==> src/hw/rtl/ztrb_pkg.sv <==
`timescale 1ns / 1ps
// ----------------------------------------------------------------------------
// ztrb_pkg
// Shared types and constants for the zigzag tiered residual bit packer.
// ----------------------------------------------------------------------------
package ztrb_pkg;

   // default scratch limit in bytes
   localparam int SCRATCH_BYTES_DEFAULT = 256;

   // configuration register layout
   localparam int         BASE_WIDTH_W     = 6;
   localparam logic [5:0] BASE_WIDTH_RESET = 6'd3;

   // action codes
   localparam logic ACTION_ENCODE = 1'b0;
   localparam logic ACTION_FLUSH  = 1'b1;

   // input item
   typedef struct packed {
      logic               action;
      logic signed [63:0] residual;
   } req_payload_type;

   // result item
   typedef struct packed {
      logic [7:0] out_byte;
      logic       last_of_run;
      logic       dropped;
   } rsp_payload_type;

   // controller to datapath commands
   typedef struct packed {
      logic load;
      logic code;
      logic align;
      logic emit;
      logic finish;
   } dp_cmd_type;

   // datapath to controller status
   typedef struct packed {
      logic count_zero;
   } dp_status_type;

endpackage

==> src/hw/rtl/ztrb_ctrl.sv <==
`timescale 1ns / 1ps
// ----------------------------------------------------------------------------
// ztrb_ctrl
// Sequencer: accept an item, build its code, align it behind the pending
// bits, stream out the bytes, then commit the writer state.
// ----------------------------------------------------------------------------
module ztrb_ctrl
   import ztrb_pkg::*;
(
   input  logic          clock,
   input  logic          reset,
   input  logic          req_valid,
   output logic          req_ready,
   input  dp_status_type status,
   output dp_cmd_type    cmd
);

   localparam logic [1:0] ST_IDLE  = 2'd0;
   localparam logic [1:0] ST_CODE  = 2'd1;
   localparam logic [1:0] ST_ALIGN = 2'd2;
   localparam logic [1:0] ST_EMIT  = 2'd3;

   logic [1:0] state_ff;
   logic [1:0] state_in;

   // next state
   always_comb begin
      state_in = state_ff;
      case (state_ff)
         ST_IDLE:  if (req_valid) state_in = ST_CODE;
         ST_CODE:  state_in = ST_ALIGN;
         ST_ALIGN: state_in = ST_EMIT;
         ST_EMIT:  if (status.count_zero) state_in = ST_IDLE;
         default:  state_in = ST_IDLE;
      endcase
   end

   always_ff @(posedge clock) begin
      if (reset) begin
         state_ff <= ST_IDLE;
      end else begin
         state_ff <= state_in;
      end
   end

   // commands
   assign req_ready  = (state_ff == ST_IDLE);
   assign cmd.load   = req_ready && req_valid;
   assign cmd.code   = (state_ff == ST_CODE);
   assign cmd.align  = (state_ff == ST_ALIGN);
   assign cmd.emit   = (state_ff == ST_EMIT);
   assign cmd.finish = (state_ff == ST_EMIT) && status.count_zero;

   // sequencing checks
   a_code_to_align: assert property (@(posedge clock) disable iff (reset)
      (state_ff == ST_CODE) |=> (state_ff == ST_ALIGN))
      else $error("code step not followed by align");
   a_load_to_code: assert property (@(posedge clock) disable iff (reset)
      cmd.load |=> (state_ff == ST_CODE))
      else $error("accepted item did not start coding");

endmodule

==> src/hw/rtl/ztrb_datapath.sv <==
`timescale 1ns / 1ps
// ----------------------------------------------------------------------------
// ztrb_datapath
// Code builder, alignment shifter, byte output register and writer state.
// ----------------------------------------------------------------------------
module ztrb_datapath
   import ztrb_pkg::*;
#(
   parameter int SCRATCH_BYTES = SCRATCH_BYTES_DEFAULT
)
(
   input  logic                    clock,
   input  logic                    reset,
   input  logic                    csr_wr_en,
   input  logic [BASE_WIDTH_W-1:0] csr_wr_data,
   input  req_payload_type         req_payload,
   input  dp_cmd_type              cmd,
   output dp_status_type           status,
   output logic                    rsp_valid,
   input  logic                    rsp_ready,
   output rsp_payload_type         rsp_payload
);

   localparam int         BW_W   = $clog2(SCRATCH_BYTES + 1);
   localparam int         CODE_W = 68;
   localparam int         BUF_W  = 80;
   localparam logic [5:0] K_MAX  = 6'd32;

   // configuration
   logic [BASE_WIDTH_W-1:0] base_width_ff;

   // captured item
   logic        action_ff;
   logic [63:0] residual_ff;

   // code stage
   logic [CODE_W-1:0] code_ff, code_in;
   logic [6:0]        len_ff, len_in;

   // alignment and emission
   logic [BUF_W-1:0] buf_ff, buf_in;
   logic [3:0]       count_ff, count_in;
   logic [2:0]       rem_ff, rem_in;

   // writer state, pending bits kept left aligned
   logic [6:0]      pend_ff, pend_in;
   logic [2:0]      pc_ff, pc_in;
   logic [BW_W-1:0] bw_ff, bw_in;

   // output register
   logic            rsp_valid_ff, rsp_valid_in;
   rsp_payload_type rsp_ff, rsp_in;

   logic            slot_free;
   logic            emit_fire;
   logic            at_limit;
   logic [5:0]      k;
   logic [6:0]      k7;
   logic [63:0]     zz;
   logic            fit0, fit1, fit2, fit3;
   logic [6:0]      total;

   // configuration register
   always_ff @(posedge clock) begin
      if (reset) begin
         base_width_ff <= BASE_WIDTH_RESET;
      end else if (csr_wr_en) begin
         base_width_ff <= csr_wr_data;
      end
   end

   // capture the accepted item
   always_ff @(posedge clock) begin
      if (cmd.load) begin
         action_ff   <= req_payload.action;
         residual_ff <= req_payload.residual;
      end
   end

   // zigzag map and tier choice
   assign k    = (base_width_ff > K_MAX) ? K_MAX : base_width_ff;
   assign k7   = {1'b0, k};
   assign zz   = {residual_ff[62:0], 1'b0} ^ {64{residual_ff[63]}};
   assign fit0 = (zz >> k7) == 64'd0;
   assign fit1 = (zz >> (k7 + 7'd2)) == 64'd0;
   assign fit2 = (zz >> (k7 + 7'd5)) == 64'd0;
   assign fit3 = (zz >> (k7 + 7'd10)) == 64'd0;

   always_comb begin
      if (fit0) begin
         code_in = {4'b0, zz};
         len_in  = k7 + 7'd1;
      end else if (fit1) begin
         code_in = {4'b0, zz} | (CODE_W'(2'b10) << (k7 + 7'd2));
         len_in  = k7 + 7'd4;
      end else if (fit2) begin
         code_in = {4'b0, zz} | (CODE_W'(3'b110) << (k7 + 7'd5));
         len_in  = k7 + 7'd8;
      end else if (fit3) begin
         code_in = {4'b0, zz} | (CODE_W'(4'b1110) << (k7 + 7'd10));
         len_in  = k7 + 7'd14;
      end else begin
         // escape: all-ones prefix then the raw residual
         code_in = {4'b1111, residual_ff};
         len_in  = 7'(CODE_W);
      end
   end

   always_ff @(posedge clock) begin
      if (cmd.code) begin
         code_ff <= code_in;
         len_ff  <= len_in;
      end
   end

   // place the code right behind the pending bits, left aligned
   assign total = {4'b0, pc_ff} + len_ff;

   assign slot_free = !rsp_valid_ff || rsp_ready;
   assign emit_fire = cmd.emit && slot_free && (count_ff != 4'd0);
   assign at_limit  = (bw_ff >= BW_W'(SCRATCH_BYTES));

   always_comb begin
      buf_in   = buf_ff;
      count_in = count_ff;
      rem_in   = rem_ff;
      if (cmd.align) begin
         if (action_ff == ACTION_FLUSH) begin
            buf_in   = {pend_ff, {(BUF_W-7){1'b0}}};
            count_in = (pc_ff != 3'd0) ? 4'd1 : 4'd0;
            rem_in   = 3'd0;
         end else begin
            buf_in   = ({{(BUF_W-CODE_W){1'b0}}, code_ff} << (7'(BUF_W) - total))
                       | {pend_ff, {(BUF_W-7){1'b0}}};
            count_in = total[6:3];
            rem_in   = total[2:0];
         end
      end else if (emit_fire) begin
         buf_in   = buf_ff << 8;
         count_in = count_ff - 4'd1;
      end
   end

   always_ff @(posedge clock) begin
      if (reset) begin
         count_ff <= 4'd0;
      end else begin
         count_ff <= count_in;
      end
   end

   always_ff @(posedge clock) begin
      buf_ff <= buf_in;
      rem_ff <= rem_in;
   end

   // writer state update
   always_comb begin
      pend_in = pend_ff;
      pc_in   = pc_ff;
      bw_in   = bw_ff;
      if (emit_fire && !at_limit) begin
         bw_in = bw_ff + BW_W'(1);
      end
      if (cmd.finish) begin
         if (action_ff == ACTION_FLUSH) begin
            pend_in = 7'd0;
            pc_in   = 3'd0;
            bw_in   = '0;
         end else begin
            pend_in = buf_ff[BUF_W-1 -: 7];
            pc_in   = rem_ff;
         end
      end
   end

   always_ff @(posedge clock) begin
      if (reset) begin
         pend_ff <= 7'd0;
         pc_ff   <= 3'd0;
         bw_ff   <= '0;
      end else begin
         pend_ff <= pend_in;
         pc_ff   <= pc_in;
         bw_ff   <= bw_in;
      end
   end

   // byte output register
   always_comb begin
      rsp_valid_in = rsp_valid_ff;
      rsp_in       = rsp_ff;
      if (emit_fire) begin
         rsp_valid_in       = 1'b1;
         rsp_in.out_byte    = at_limit ? 8'd0 : buf_ff[BUF_W-1 -: 8];
         rsp_in.dropped     = at_limit;
         rsp_in.last_of_run = (count_ff == 4'd1);
      end else if (rsp_ready) begin
         rsp_valid_in = 1'b0;
      end
   end

   always_ff @(posedge clock) begin
      if (reset) begin
         rsp_valid_ff <= 1'b0;
      end else begin
         rsp_valid_ff <= rsp_valid_in;
      end
   end

   always_ff @(posedge clock) begin
      rsp_ff <= rsp_in;
   end

   assign rsp_valid         = rsp_valid_ff;
   assign rsp_payload       = rsp_ff;
   assign status.count_zero = (count_ff == 4'd0);

   // datapath checks
   a_count_range: assert property (@(posedge clock) disable iff (reset)
      count_ff <= 4'd9)
      else $error("byte count above nine");
   a_drop_zero: assert property (@(posedge clock) disable iff (reset)
      (rsp_valid_ff && rsp_ff.dropped) |-> (rsp_ff.out_byte == 8'd0))
      else $error("dropped item carries data");
   a_scratch_bound: assert property (@(posedge clock) disable iff (reset)
      bw_ff <= BW_W'(SCRATCH_BYTES))
      else $error("byte counter past scratch limit");

endmodule

==> src/hw/rtl/zigzag_tiered_residual_bitpacker.sv <==
`timescale 1ns / 1ps
// ----------------------------------------------------------------------------
// zigzag_tiered_residual_bitpacker
// Zigzag maps signed residuals, codes them with a tiered prefix code and
// packs the bits MSB first into bytes, one result item per byte.
// ----------------------------------------------------------------------------
// One item at a time: the next item is taken only once the current one has
// been coded, aligned and emitted as the n (0 to 9) bytes it
// produces; the bytes leave through a one-entry output register at one per
// cycle while the consumer keeps up, and that register sets the pace. An
// encode item yields up to 9 bytes (escape code), a flush at most 1. No
// clearing pass follows reset. base_width may be written only while idle.
module zigzag_tiered_residual_bitpacker
   import ztrb_pkg::*;
#(
   parameter int SCRATCH_BYTES = SCRATCH_BYTES_DEFAULT
)
(
   input  logic                    clock,
   input  logic                    reset,
   input  logic                    csr_wr_en,
   input  logic [BASE_WIDTH_W-1:0] csr_wr_data,
   input  logic                    req_valid,
   output logic                    req_ready,
   input  req_payload_type         req_payload,
   output logic                    rsp_valid,
   input  logic                    rsp_ready,
   output rsp_payload_type         rsp_payload
);

   dp_cmd_type    cmd;
   dp_status_type status;

   // sequencer
   ztrb_ctrl u_ctrl (
      .clock     (clock),
      .reset     (reset),
      .req_valid (req_valid),
      .req_ready (req_ready),
      .status    (status),
      .cmd       (cmd)
   );

   // coding and packing datapath
   ztrb_datapath #(
      .SCRATCH_BYTES (SCRATCH_BYTES)
   ) u_datapath (
      .clock       (clock),
      .reset       (reset),
      .csr_wr_en   (csr_wr_en),
      .csr_wr_data (csr_wr_data),
      .req_payload (req_payload),
      .cmd         (cmd),
      .status      (status),
      .rsp_valid   (rsp_valid),
      .rsp_ready   (rsp_ready),
      .rsp_payload (rsp_payload)
   );

endmodule

==> config.mk <==
export PLATFORM = sky130hd
export DESIGN_NAME = zigzag_tiered_residual_bitpacker
export DESIGN_NICKNAME = d
export VERILOG_FILES = /design/src/hw/rtl/ztrb_pkg.sv /design/src/hw/rtl/ztrb_ctrl.sv /design/src/hw/rtl/ztrb_datapath.sv /design/src/hw/rtl/zigzag_tiered_residual_bitpacker.sv
export SDC_FILE = /design/constraint.sdc
export NUM_CORES = 1
export LEC_CHECK = 0
export BUFFER_PORTS_ARGS = -buffer_cell sky130_fd_sc_hd__buf_2
export CAP_MARGIN = 20
export CORE_MARGIN = 3
export CORE_UTILIZATION = 55
export CTS_CLUSTER_SIZE = 40
export DETAILED_ROUTE_END_ITERATION = 10
export HOLD_SLACK_MARGIN = 0.15
export PLACE_DENSITY = 0.84
export SYNTH_ARGS = -nofsm -noshare
export SYNTH_HDL_FRONTEND = slang
export SYNTH_SLANG_ARGS = --single-unit
==> constraint.sdc <==
create_clock -name clock -period 8 [get_ports clock]
set_input_delay 1.6 -clock clock [delete_from_list [all_inputs] [get_ports clock]]
set_output_delay 1.6 -clock clock [all_outputs]
set_load 0.01 [all_outputs]
-- After elaboration in Yosys (flattened, before gate mapping)
Index checks and enable logic that the tools add are counted.
- bits in registers: 265
- latch bits: 0
- RAM bits: 0
- ROM bits: 0
- input port bits: 76
- output and inout bits: 12
- word-level logic and storage cells: 94
- memories: 0
- $add $sub $neg: 11
- multipliers: 0
- divide/modulo/power cells: 0
- $lt $le $gt $ge: 2
- equality and inequality tests: 6
- shift operators: 8
- muxes and demuxes: 26
- bitwise operators: 5
- reductions and logical operators: 19
- operators by type and width (kind ; number):
    logical NOT 64 bit ; 4
    two-way mux 80 bit ; 3
    two-way mux 68 bit ; 3
    bitwise OR 64 x 68 -> 68 bit ; 3
    right shift 64 x 7 -> 64 bit ; 3
    bitwise OR 80 bit ; 1
    << shifter 68 x 7 -> 80 bit ; 1
    << shifter 2 x 7 -> 68 bit, first input constant ; 1
    << shifter 3 x 7 -> 68 bit, first input constant ; 1
    << shifter 4 x 7 -> 68 bit, first input constant ; 1
    two-way mux 64 bit ; 1
    right shift 64 x 6 -> 64 bit ; 1
    bitwise XOR 64 bit ; 1
    two-way mux 7 bit ; 5
    two-way mux 9 bit ; 3
    adder 6 x 4 -> 7 bit, second input constant ; 3
    adder 6 x 3 -> 7 bit, second input constant ; 2
    two-way mux 4 bit ; 3
    adder 9 x 1 -> 9 bit, second input constant ; 1
    >= comparator 9 bit, second input constant ; 1
    one-hot mux 2 bit (4 select lines) ; 1
    adder 3 x 7 -> 7 bit ; 1
    adder 6 x 1 -> 7 bit, second input constant ; 1
    adder 6 x 2 -> 7 bit, second input constant ; 1
    other kinds (20) ; 31

-- Logic depth before layout (Yosys ltp)
- depth after elaboration: 9
- depth in mapped cells: 19
- gate-level depth less buffers: 13

-- Hierarchy
A second synthesis with hierarchy kept.
- cell total of the unflattened synthesis: 2497
- area total of the unflattened synthesis: 22572.9 um^2
- by module, submodules not included (module ; instances ; cells an instance ; area an instance (um^2) ; seq. area each (um^2)):
    ztrb_datapath ; 1 ; 2478 ; 22401.5 ; 7597.3
    ztrb_ctrl ; 1 ; 19 ; 171.4 ; 40.0

-- Worst setup path after synthesis
No wires, ideal clock.
- kind: register -> register
- from: register u_datapath.len_ff[0]
- to: register u_datapath.buf_ff[79], data pin
- setup time: 260 ps
- arrival time: 4621 ps
- data required time: 7740 ps
- slack: 3119 ps
- cell stages (with the launch flop): 19
- buffers on the path: 7
- period minus slack after synthesis: 4881 ps
- cells stage by stage: edfxtp_1 > ha_1 > clkbuf_1 > buf_2 > buf_1 > buf_1 > inv_1 > ha_1 > clkbuf_1 > buf_1 > clkbuf_1 > mux4_2 > mux2i_1 > mux2i_1 > nand2_1 > o311ai_0 > a31oi_1 > o21bai_1 > mux2_2
- longest elaborated chain between the ends: 6
- RTL lines (what ; RTL line ; text):
    start, declared ; ztrb_datapath.sv:38 ; logic [6:0] len_ff, len_in;
    start signal, assigned ; ztrb_datapath.sv:112 ; len_ff <= len_in;
    adder 3 x 7 -> 7 bit ; ztrb_datapath.sv:117 ; assign total = {4'b0, pc_ff} + len_ff;
    net u_datapath.total[0] ; ztrb_datapath.sv:61 ; logic [6:0] total;
    subtractor 7 bit ; ztrb_datapath.sv:133 ; buf_in = ({{(BUF_W-CODE_W){1'b0}}, code_ff} << (7'(BUF_W) - total))
    << shifter 68 x 7 -> 80 bit ; ztrb_datapath.sv:133 ;
    bitwise OR 80 bit ; ztrb_datapath.sv:134 ; | {pend_ff, {(BUF_W-7){1'b0}}};
    two-way mux 80 bit ; ztrb_datapath.sv:128 ; if (action_ff == ACTION_FLUSH) begin
    two-way mux 80 bit ; ztrb_datapath.sv:127 ; if (cmd.align) begin
    net u_datapath.buf_in[79] ; ztrb_datapath.sv:41 ; logic [BUF_W-1:0] buf_ff, buf_in;
    end signal, assigned ; ztrb_datapath.sv:153 ; buf_ff <= buf_in;
    end, declared ; ztrb_datapath.sv:41 ;
The timed path passes the listed nets, and every way through them passes these cells.
A chain may end at the register's enable or synchronous reset.

-- Final worst setup path
- from: register u_datapath.base_width_ff[1]
- to: register u_datapath.code_ff[9], data pin
- longest elaborated chain between the ends: 9
- elaborated cells on any way between the ends: 23
- those cells by class: add/sub (3); order compare (1); shift (7); mux (5); bitwise (3); reduce/logical (4)
- RTL lines (what ; RTL line ; text):
    start, declared ; ztrb_datapath.sv:30 ; logic [BASE_WIDTH_W-1:0] base_width_ff;
    start signal, assigned ; ztrb_datapath.sv:68 ; base_width_ff <= csr_wr_data;
    greater-than comparator 6 bit ; ztrb_datapath.sv:81 ; assign k = (base_width_ff > K_MAX) ? K_MAX : base_width_ff;
    two-way mux 6 bit * ; ztrb_datapath.sv:81 ;
    adder 6 x 4 -> 7 bit ; ztrb_datapath.sv:87, ztrb_datapath.sv:100 ;
    right shift 64 x 7 -> 64 bit / << shifter 4 x 7 -> 68 bit (equally long branches) ; ztrb_datapath.sv:87, ztrb_datapath.sv:100 ;
    logical NOT 64 bit / bitwise OR 64 x 68 -> 68 bit (equally long branches) ; ztrb_datapath.sv:87, ztrb_datapath.sv:100 ;
    two-way mux 68 bit ; ztrb_datapath.sv:99 ; end else if (fit3) begin
    two-way mux 68 bit ; ztrb_datapath.sv:96 ; end else if (fit2) begin
    two-way mux 68 bit ; ztrb_datapath.sv:93 ; end else if (fit1) begin
    two-way mux 64 bit * ; ztrb_datapath.sv:90 ; if (fit0) begin
    net u_datapath.code_in[9] ; ztrb_datapath.sv:37 ; logic [CODE_W-1:0] code_ff, code_in;
    end signal, assigned ; ztrb_datapath.sv:111 ; code_ff <= code_in;
    end, declared ; ztrb_datapath.sv:37 ;
Mark *: on every way through the listed nets, which the timed path passes. The rest lies on a longest branch.

==> metrics.md <==
| Metric | Value |
|---|---|
| Status | `complete, no violations` |
| Synth Warn # | `0` |
| Total wire length | `around 99,000 um` |
| Netlist cell types | `95` |
| Reg2reg end | `u_datapath.code_ff[9]` |
| Synthesized net count | `between 2k and 3k` |
| Synthesized area per cell | `between 9 and 10 um2` |
| Hold Path Sink | `u_datapath.pend_ff[3]` |
| Fillers | `roughly 3.5k` |
| Slew HR | `0.260` |
| Min-Delay Path Class | `reg -> reg` |
| VDD IR max | `between 0.0002 and 0.00025 V` |
| Layout cells sized above 1 | `0.162` |
| CTS tree | `built` |
| H-tree Lvls | `1` |
| IO buf count | `87` |
| DRC | `0` |
| IO Pins | `a little under 90` |
| Initial DRC Count | `between 3k and 4k` |
| Die area | `approximately 45,000 um2` |
| Seq/Total Area, Yosys | `0.328` |
| Async S/R FF share, synth | `0` |
| Max FO, Critical Path | `a little over 40` |
| Setup Skew | `about 19 ps` |
| RSZ-0062 raised after global routing | `false` |
| Hold_sp | `u_datapath.pend_ff[3]` |
| Clock transition at path regs | `roughly 60 ps` |
| Critical path required time | `8340 ps` |
| Multi-input gate area | `between 10,000 and 15,000 um2` |
| Post-cts resize count | `0` |
| Final setup violation count | `0` |
| # hold bufs at CTS | `0` |
| Ys flop type | `edfxtp_1` |
| Critical path class | `reg -> reg` |
| Via density | `between 7 and 8` |
| DRT Pass-1 Iters | `7` |
| Post-synth EDFFs | `between 200 and 250` |
| Clock network power share | `0.147` |
| Min Hold Slack | `about 470 ps` |
| Switch share | `0.497` |
| Number of max-cap violations | `0` |
| NetSw | `roughly 5200 uW` |
| Vias in the first global route | `between 20k and 25k` |
| Min-Delay Path Depth | `2` |
| # clock sinks | `about 270` |
| Die height | `~210 um` |
| Gr usage total | `0.430` |
| Max-slew violations | `0` |
| Longest Clk Path Bufs | `3` |
| Area of the core | `slightly above 40,000 um2` |
| Routed Antenna Nets | `0` |
| Syn Std Cell Area | `around 23,000 um2` |
| R2R Path Start | `u_datapath.base_width_ff[1]` |
| Arrival @ worst endpoint | `approximately 6200 ps` |
| Worst reg2reg path depth | `12` |
| Comb power frac | `0.601` |
| CTS Root Cell | `clkbuf_16` |
| Dpl hpwl | `72,800 um` |
| P_leak | `around 0.009 uW` |
| Via count | `between 20k and 25k` |
| Setup bufs post-CTS | `0` |
| Startpoint Class | `flop` |
| Global-route wire length before repair | `roughly 140,000 um` |
| Post-route setup TNS | `0 ps` |
| Initial Util | `0.564` |
| Routed wl met3 | `between 10,000 and 15,000 um` |
| Reg2Reg Setup Slack | `2100 ps` |
| Flops & latches, synth | `approximately 270` |
| Minimum clock period | `between 5000 and 6000 ps` |
| Gate Count Post-Synth | `around 2.5k` |
| Final nets | `about 2.6k` |
| GPL Wtd Cong | `1.11` |
| Largest net degree at the start of global routing | `just over 80` |
| Cell Int Power | `approximately 5200 uW` |
| Wire length on met2 | `about 44,000 um` |
| Fmax | `169 MHz` |
| Die Wd | `approximately 210 um` |
| CTS Buf Count | `31` |
| PD cells | `413 nW/um2` |
| Layout area overhead | `7.73%` |
| Slew @ Worst Pin | `1110 ps` |
| Element type at the critical path end | `flop` |
| Cell Rows | `between 70 and 80` |
| Global route total overflow | `0` |
| Sequential cell area | `~7600 um2` |
| Clk_lat worst skew | `roughly 610 ps` |
| Met1 wire length | `between 30,000 and 40,000 um` |
| Part of the power in registers | `0.252` |
| DR WL/cell | `approximately 33 um` |
| Period Utilization, post-route | `0.738` |
| Max layer used | `met4` |
| Initial antenna violation count | `2` |
| Hold Vio Cnt, Final | `0` |
-- critical path: stages, from the launching register on --
cell and delay (ps):
dfxtp_2 720, buf_4 350, nor3b_2 840, a22o_1 320, nor2_1 100, o32ai_1 370
o31ai_1 170, a2111oi_0 700, a21oi_1 220, o41ai_4 820, nand3_4 110, buf_4 350
o41a_1 480
-- final cells by class --
cell class / count / share of cell area
antenna: 3 / 0.000299
clock buffer: 41 / 0.0336
clock inverter: 17 / 0.00983
inverter: 37 / 0.00554
multi-input combinational: 1981 / 0.581
sequential: 265 / 0.305
tap: 532 / 0.0265
timing repair buffer: 154 / 0.0381
-- sequential cells by signal, indices dropped and copies added, names as in the netlist, 4 cells and up --
register                  count
u_datapath.count_ff           4
u_datapath.residual_ff       64
u_datapath.buf_ff            80
u_datapath.bw_ff              9
u_datapath.len_ff             7
u_datapath.pend_ff            7
u_datapath.code_ff           68
u_datapath.base_width_ff      6
u_datapath.rsp_payload       10
-- worst max path at each step --
stage | start | endpoint | slack [ps] | depth (start not counted)
floorplan | u_datapath.len_ff[0] | u_datapath.buf_ff[79] | 3120 | 18
global placement | u_datapath.base_width_ff[1] | u_datapath.code_ff[9] | 2400 | 12
detailed placement | u_datapath.base_width_ff[1] | u_datapath.code_ff[9] | 2430 | 12
CTS | u_datapath.base_width_ff[1] | u_datapath.code_ff[9] | 2400 | 12
global route | u_datapath.base_width_ff[1] | u_datapath.code_ff[9] | 2010 | 12
finish | u_datapath.base_width_ff[1] | u_datapath.code_ff[9] | 2100 | 12
-- cells in the mapped netlist (9+ instances only) --
library cell,number,share of area
o211ai_1,42,0.014
o221ai_1,9,0.0034
mux2_2,43,0.021
a211o_1,9,0.0034
and3_1,31,0.0083
buf_1,41,0.0066
nor3_1,72,0.015
clkbuf_1,121,0.020
and2_1,13,0.0035
a22oi_1,17,0.0055
buf_4,18,0.0058
a211oi_1,31,0.010
o21a_1,9,0.0029
nor2_1,186,0.030
or3_1,17,0.0046
o31ai_1,11,0.0035
nor2b_1,25,0.0067
a32oi_1,15,0.0056
inv_1,30,0.0048
mux2_4,45,0.029
o2bb2ai_1,49,0.018
mux2i_1,187,0.080
nand3_1,66,0.014
a32o_1,17,0.0073
nand4_1,36,0.0097
a22o_1,14,0.0053
nand2_1,283,0.046
buf_2,48,0.010
edfxtp_1,233,0.30
xor2_1,36,0.014
xnor2_1,70,0.026
a311oi_1,19,0.0072
o22ai_1,27,0.0073
o21ai_0,123,0.026
mux4_2,55,0.053
a21oi_1,141,0.030
a31oi_1,42,0.011
ha_1,31,0.017
buf_6,9,0.0044
a21o_1,14,0.0045
a221o_1,12,0.0052
dfxtp_1,32,0.028
or4_1,13,0.0042
o2111ai_1,12,0.0045
-- power groups by stage --
stage | logic (uW) | clock network, uW | registers [uW]
2_1_floorplan | 4410 | 0 | 2290
3_3_place_gp | 5910 | 0 | 2560
3_5_place_dp | 5990 | 0 | 2570
4_1_cts | 6020 | 1540 | 2550
5_1_grt | 6600 | 1590 | 2590
6_report | 6220 | 1530 | 2610
-- placed cells by master, fill, tap and decap left out, types with 15 or more instances in the layout --
cell and instances:
a22oi_1 17, o21ai_0 123, edfxtp_1 233, buf_2 87
xnor2_1 65, nor2b_1 21, a31oi_1 42, nor2_1 185
a21oi_1 140, o22ai_1 27, nor3_1 72, buf_4 65
nand3_1 66, a311oi_1 19, mux2_2 43, ha_1 28
clkbuf_16 31, o2bb2ai_1 49, or3_1 17, xor2_1 35
a32oi_1 15, mux2_4 45, dfxtp_1 30, a32o_1 17
nand2_1 282, o211ai_1 42, nand4_1 36, and3_1 30
inv_1 29, mux4_2 55, a211oi_1 31, mux2i_1 187
-- kinds of logic after synthesis --
kind of cell,share of synthesized area
xor gates and xnor gates,0.0418
and+or+nand+nor,0.161
AOI/OAI and AO/OA,0.216
DFF,0.328
adders and majority gates,0.0175
buffers and inverters,0.0526
muxes,0.183
-- layer usage --
layer	up-vias	global-route usage
li1	9596	-
met1	10800	0.521
met2	1784	0.685
met3	501	0.0922
met4	0	0.300
met5	-	0
-- stage by stage --
stage                     std cells  utilization  instance area (um2)  total power, uW  setup WS [ps]
after global placement         2968        0.580                24000             8470           2400
after global routing           3028        0.607                25100            10800           2010
final                          3030        0.607                25100            10400           2100
after detailed placement       2969        0.581                24000             8570           2430
after floorplan                2520            -                23300             6690           3120
after CTS                      3027        0.607                25100            10100           2400
(Power assumes the default switching activity.)
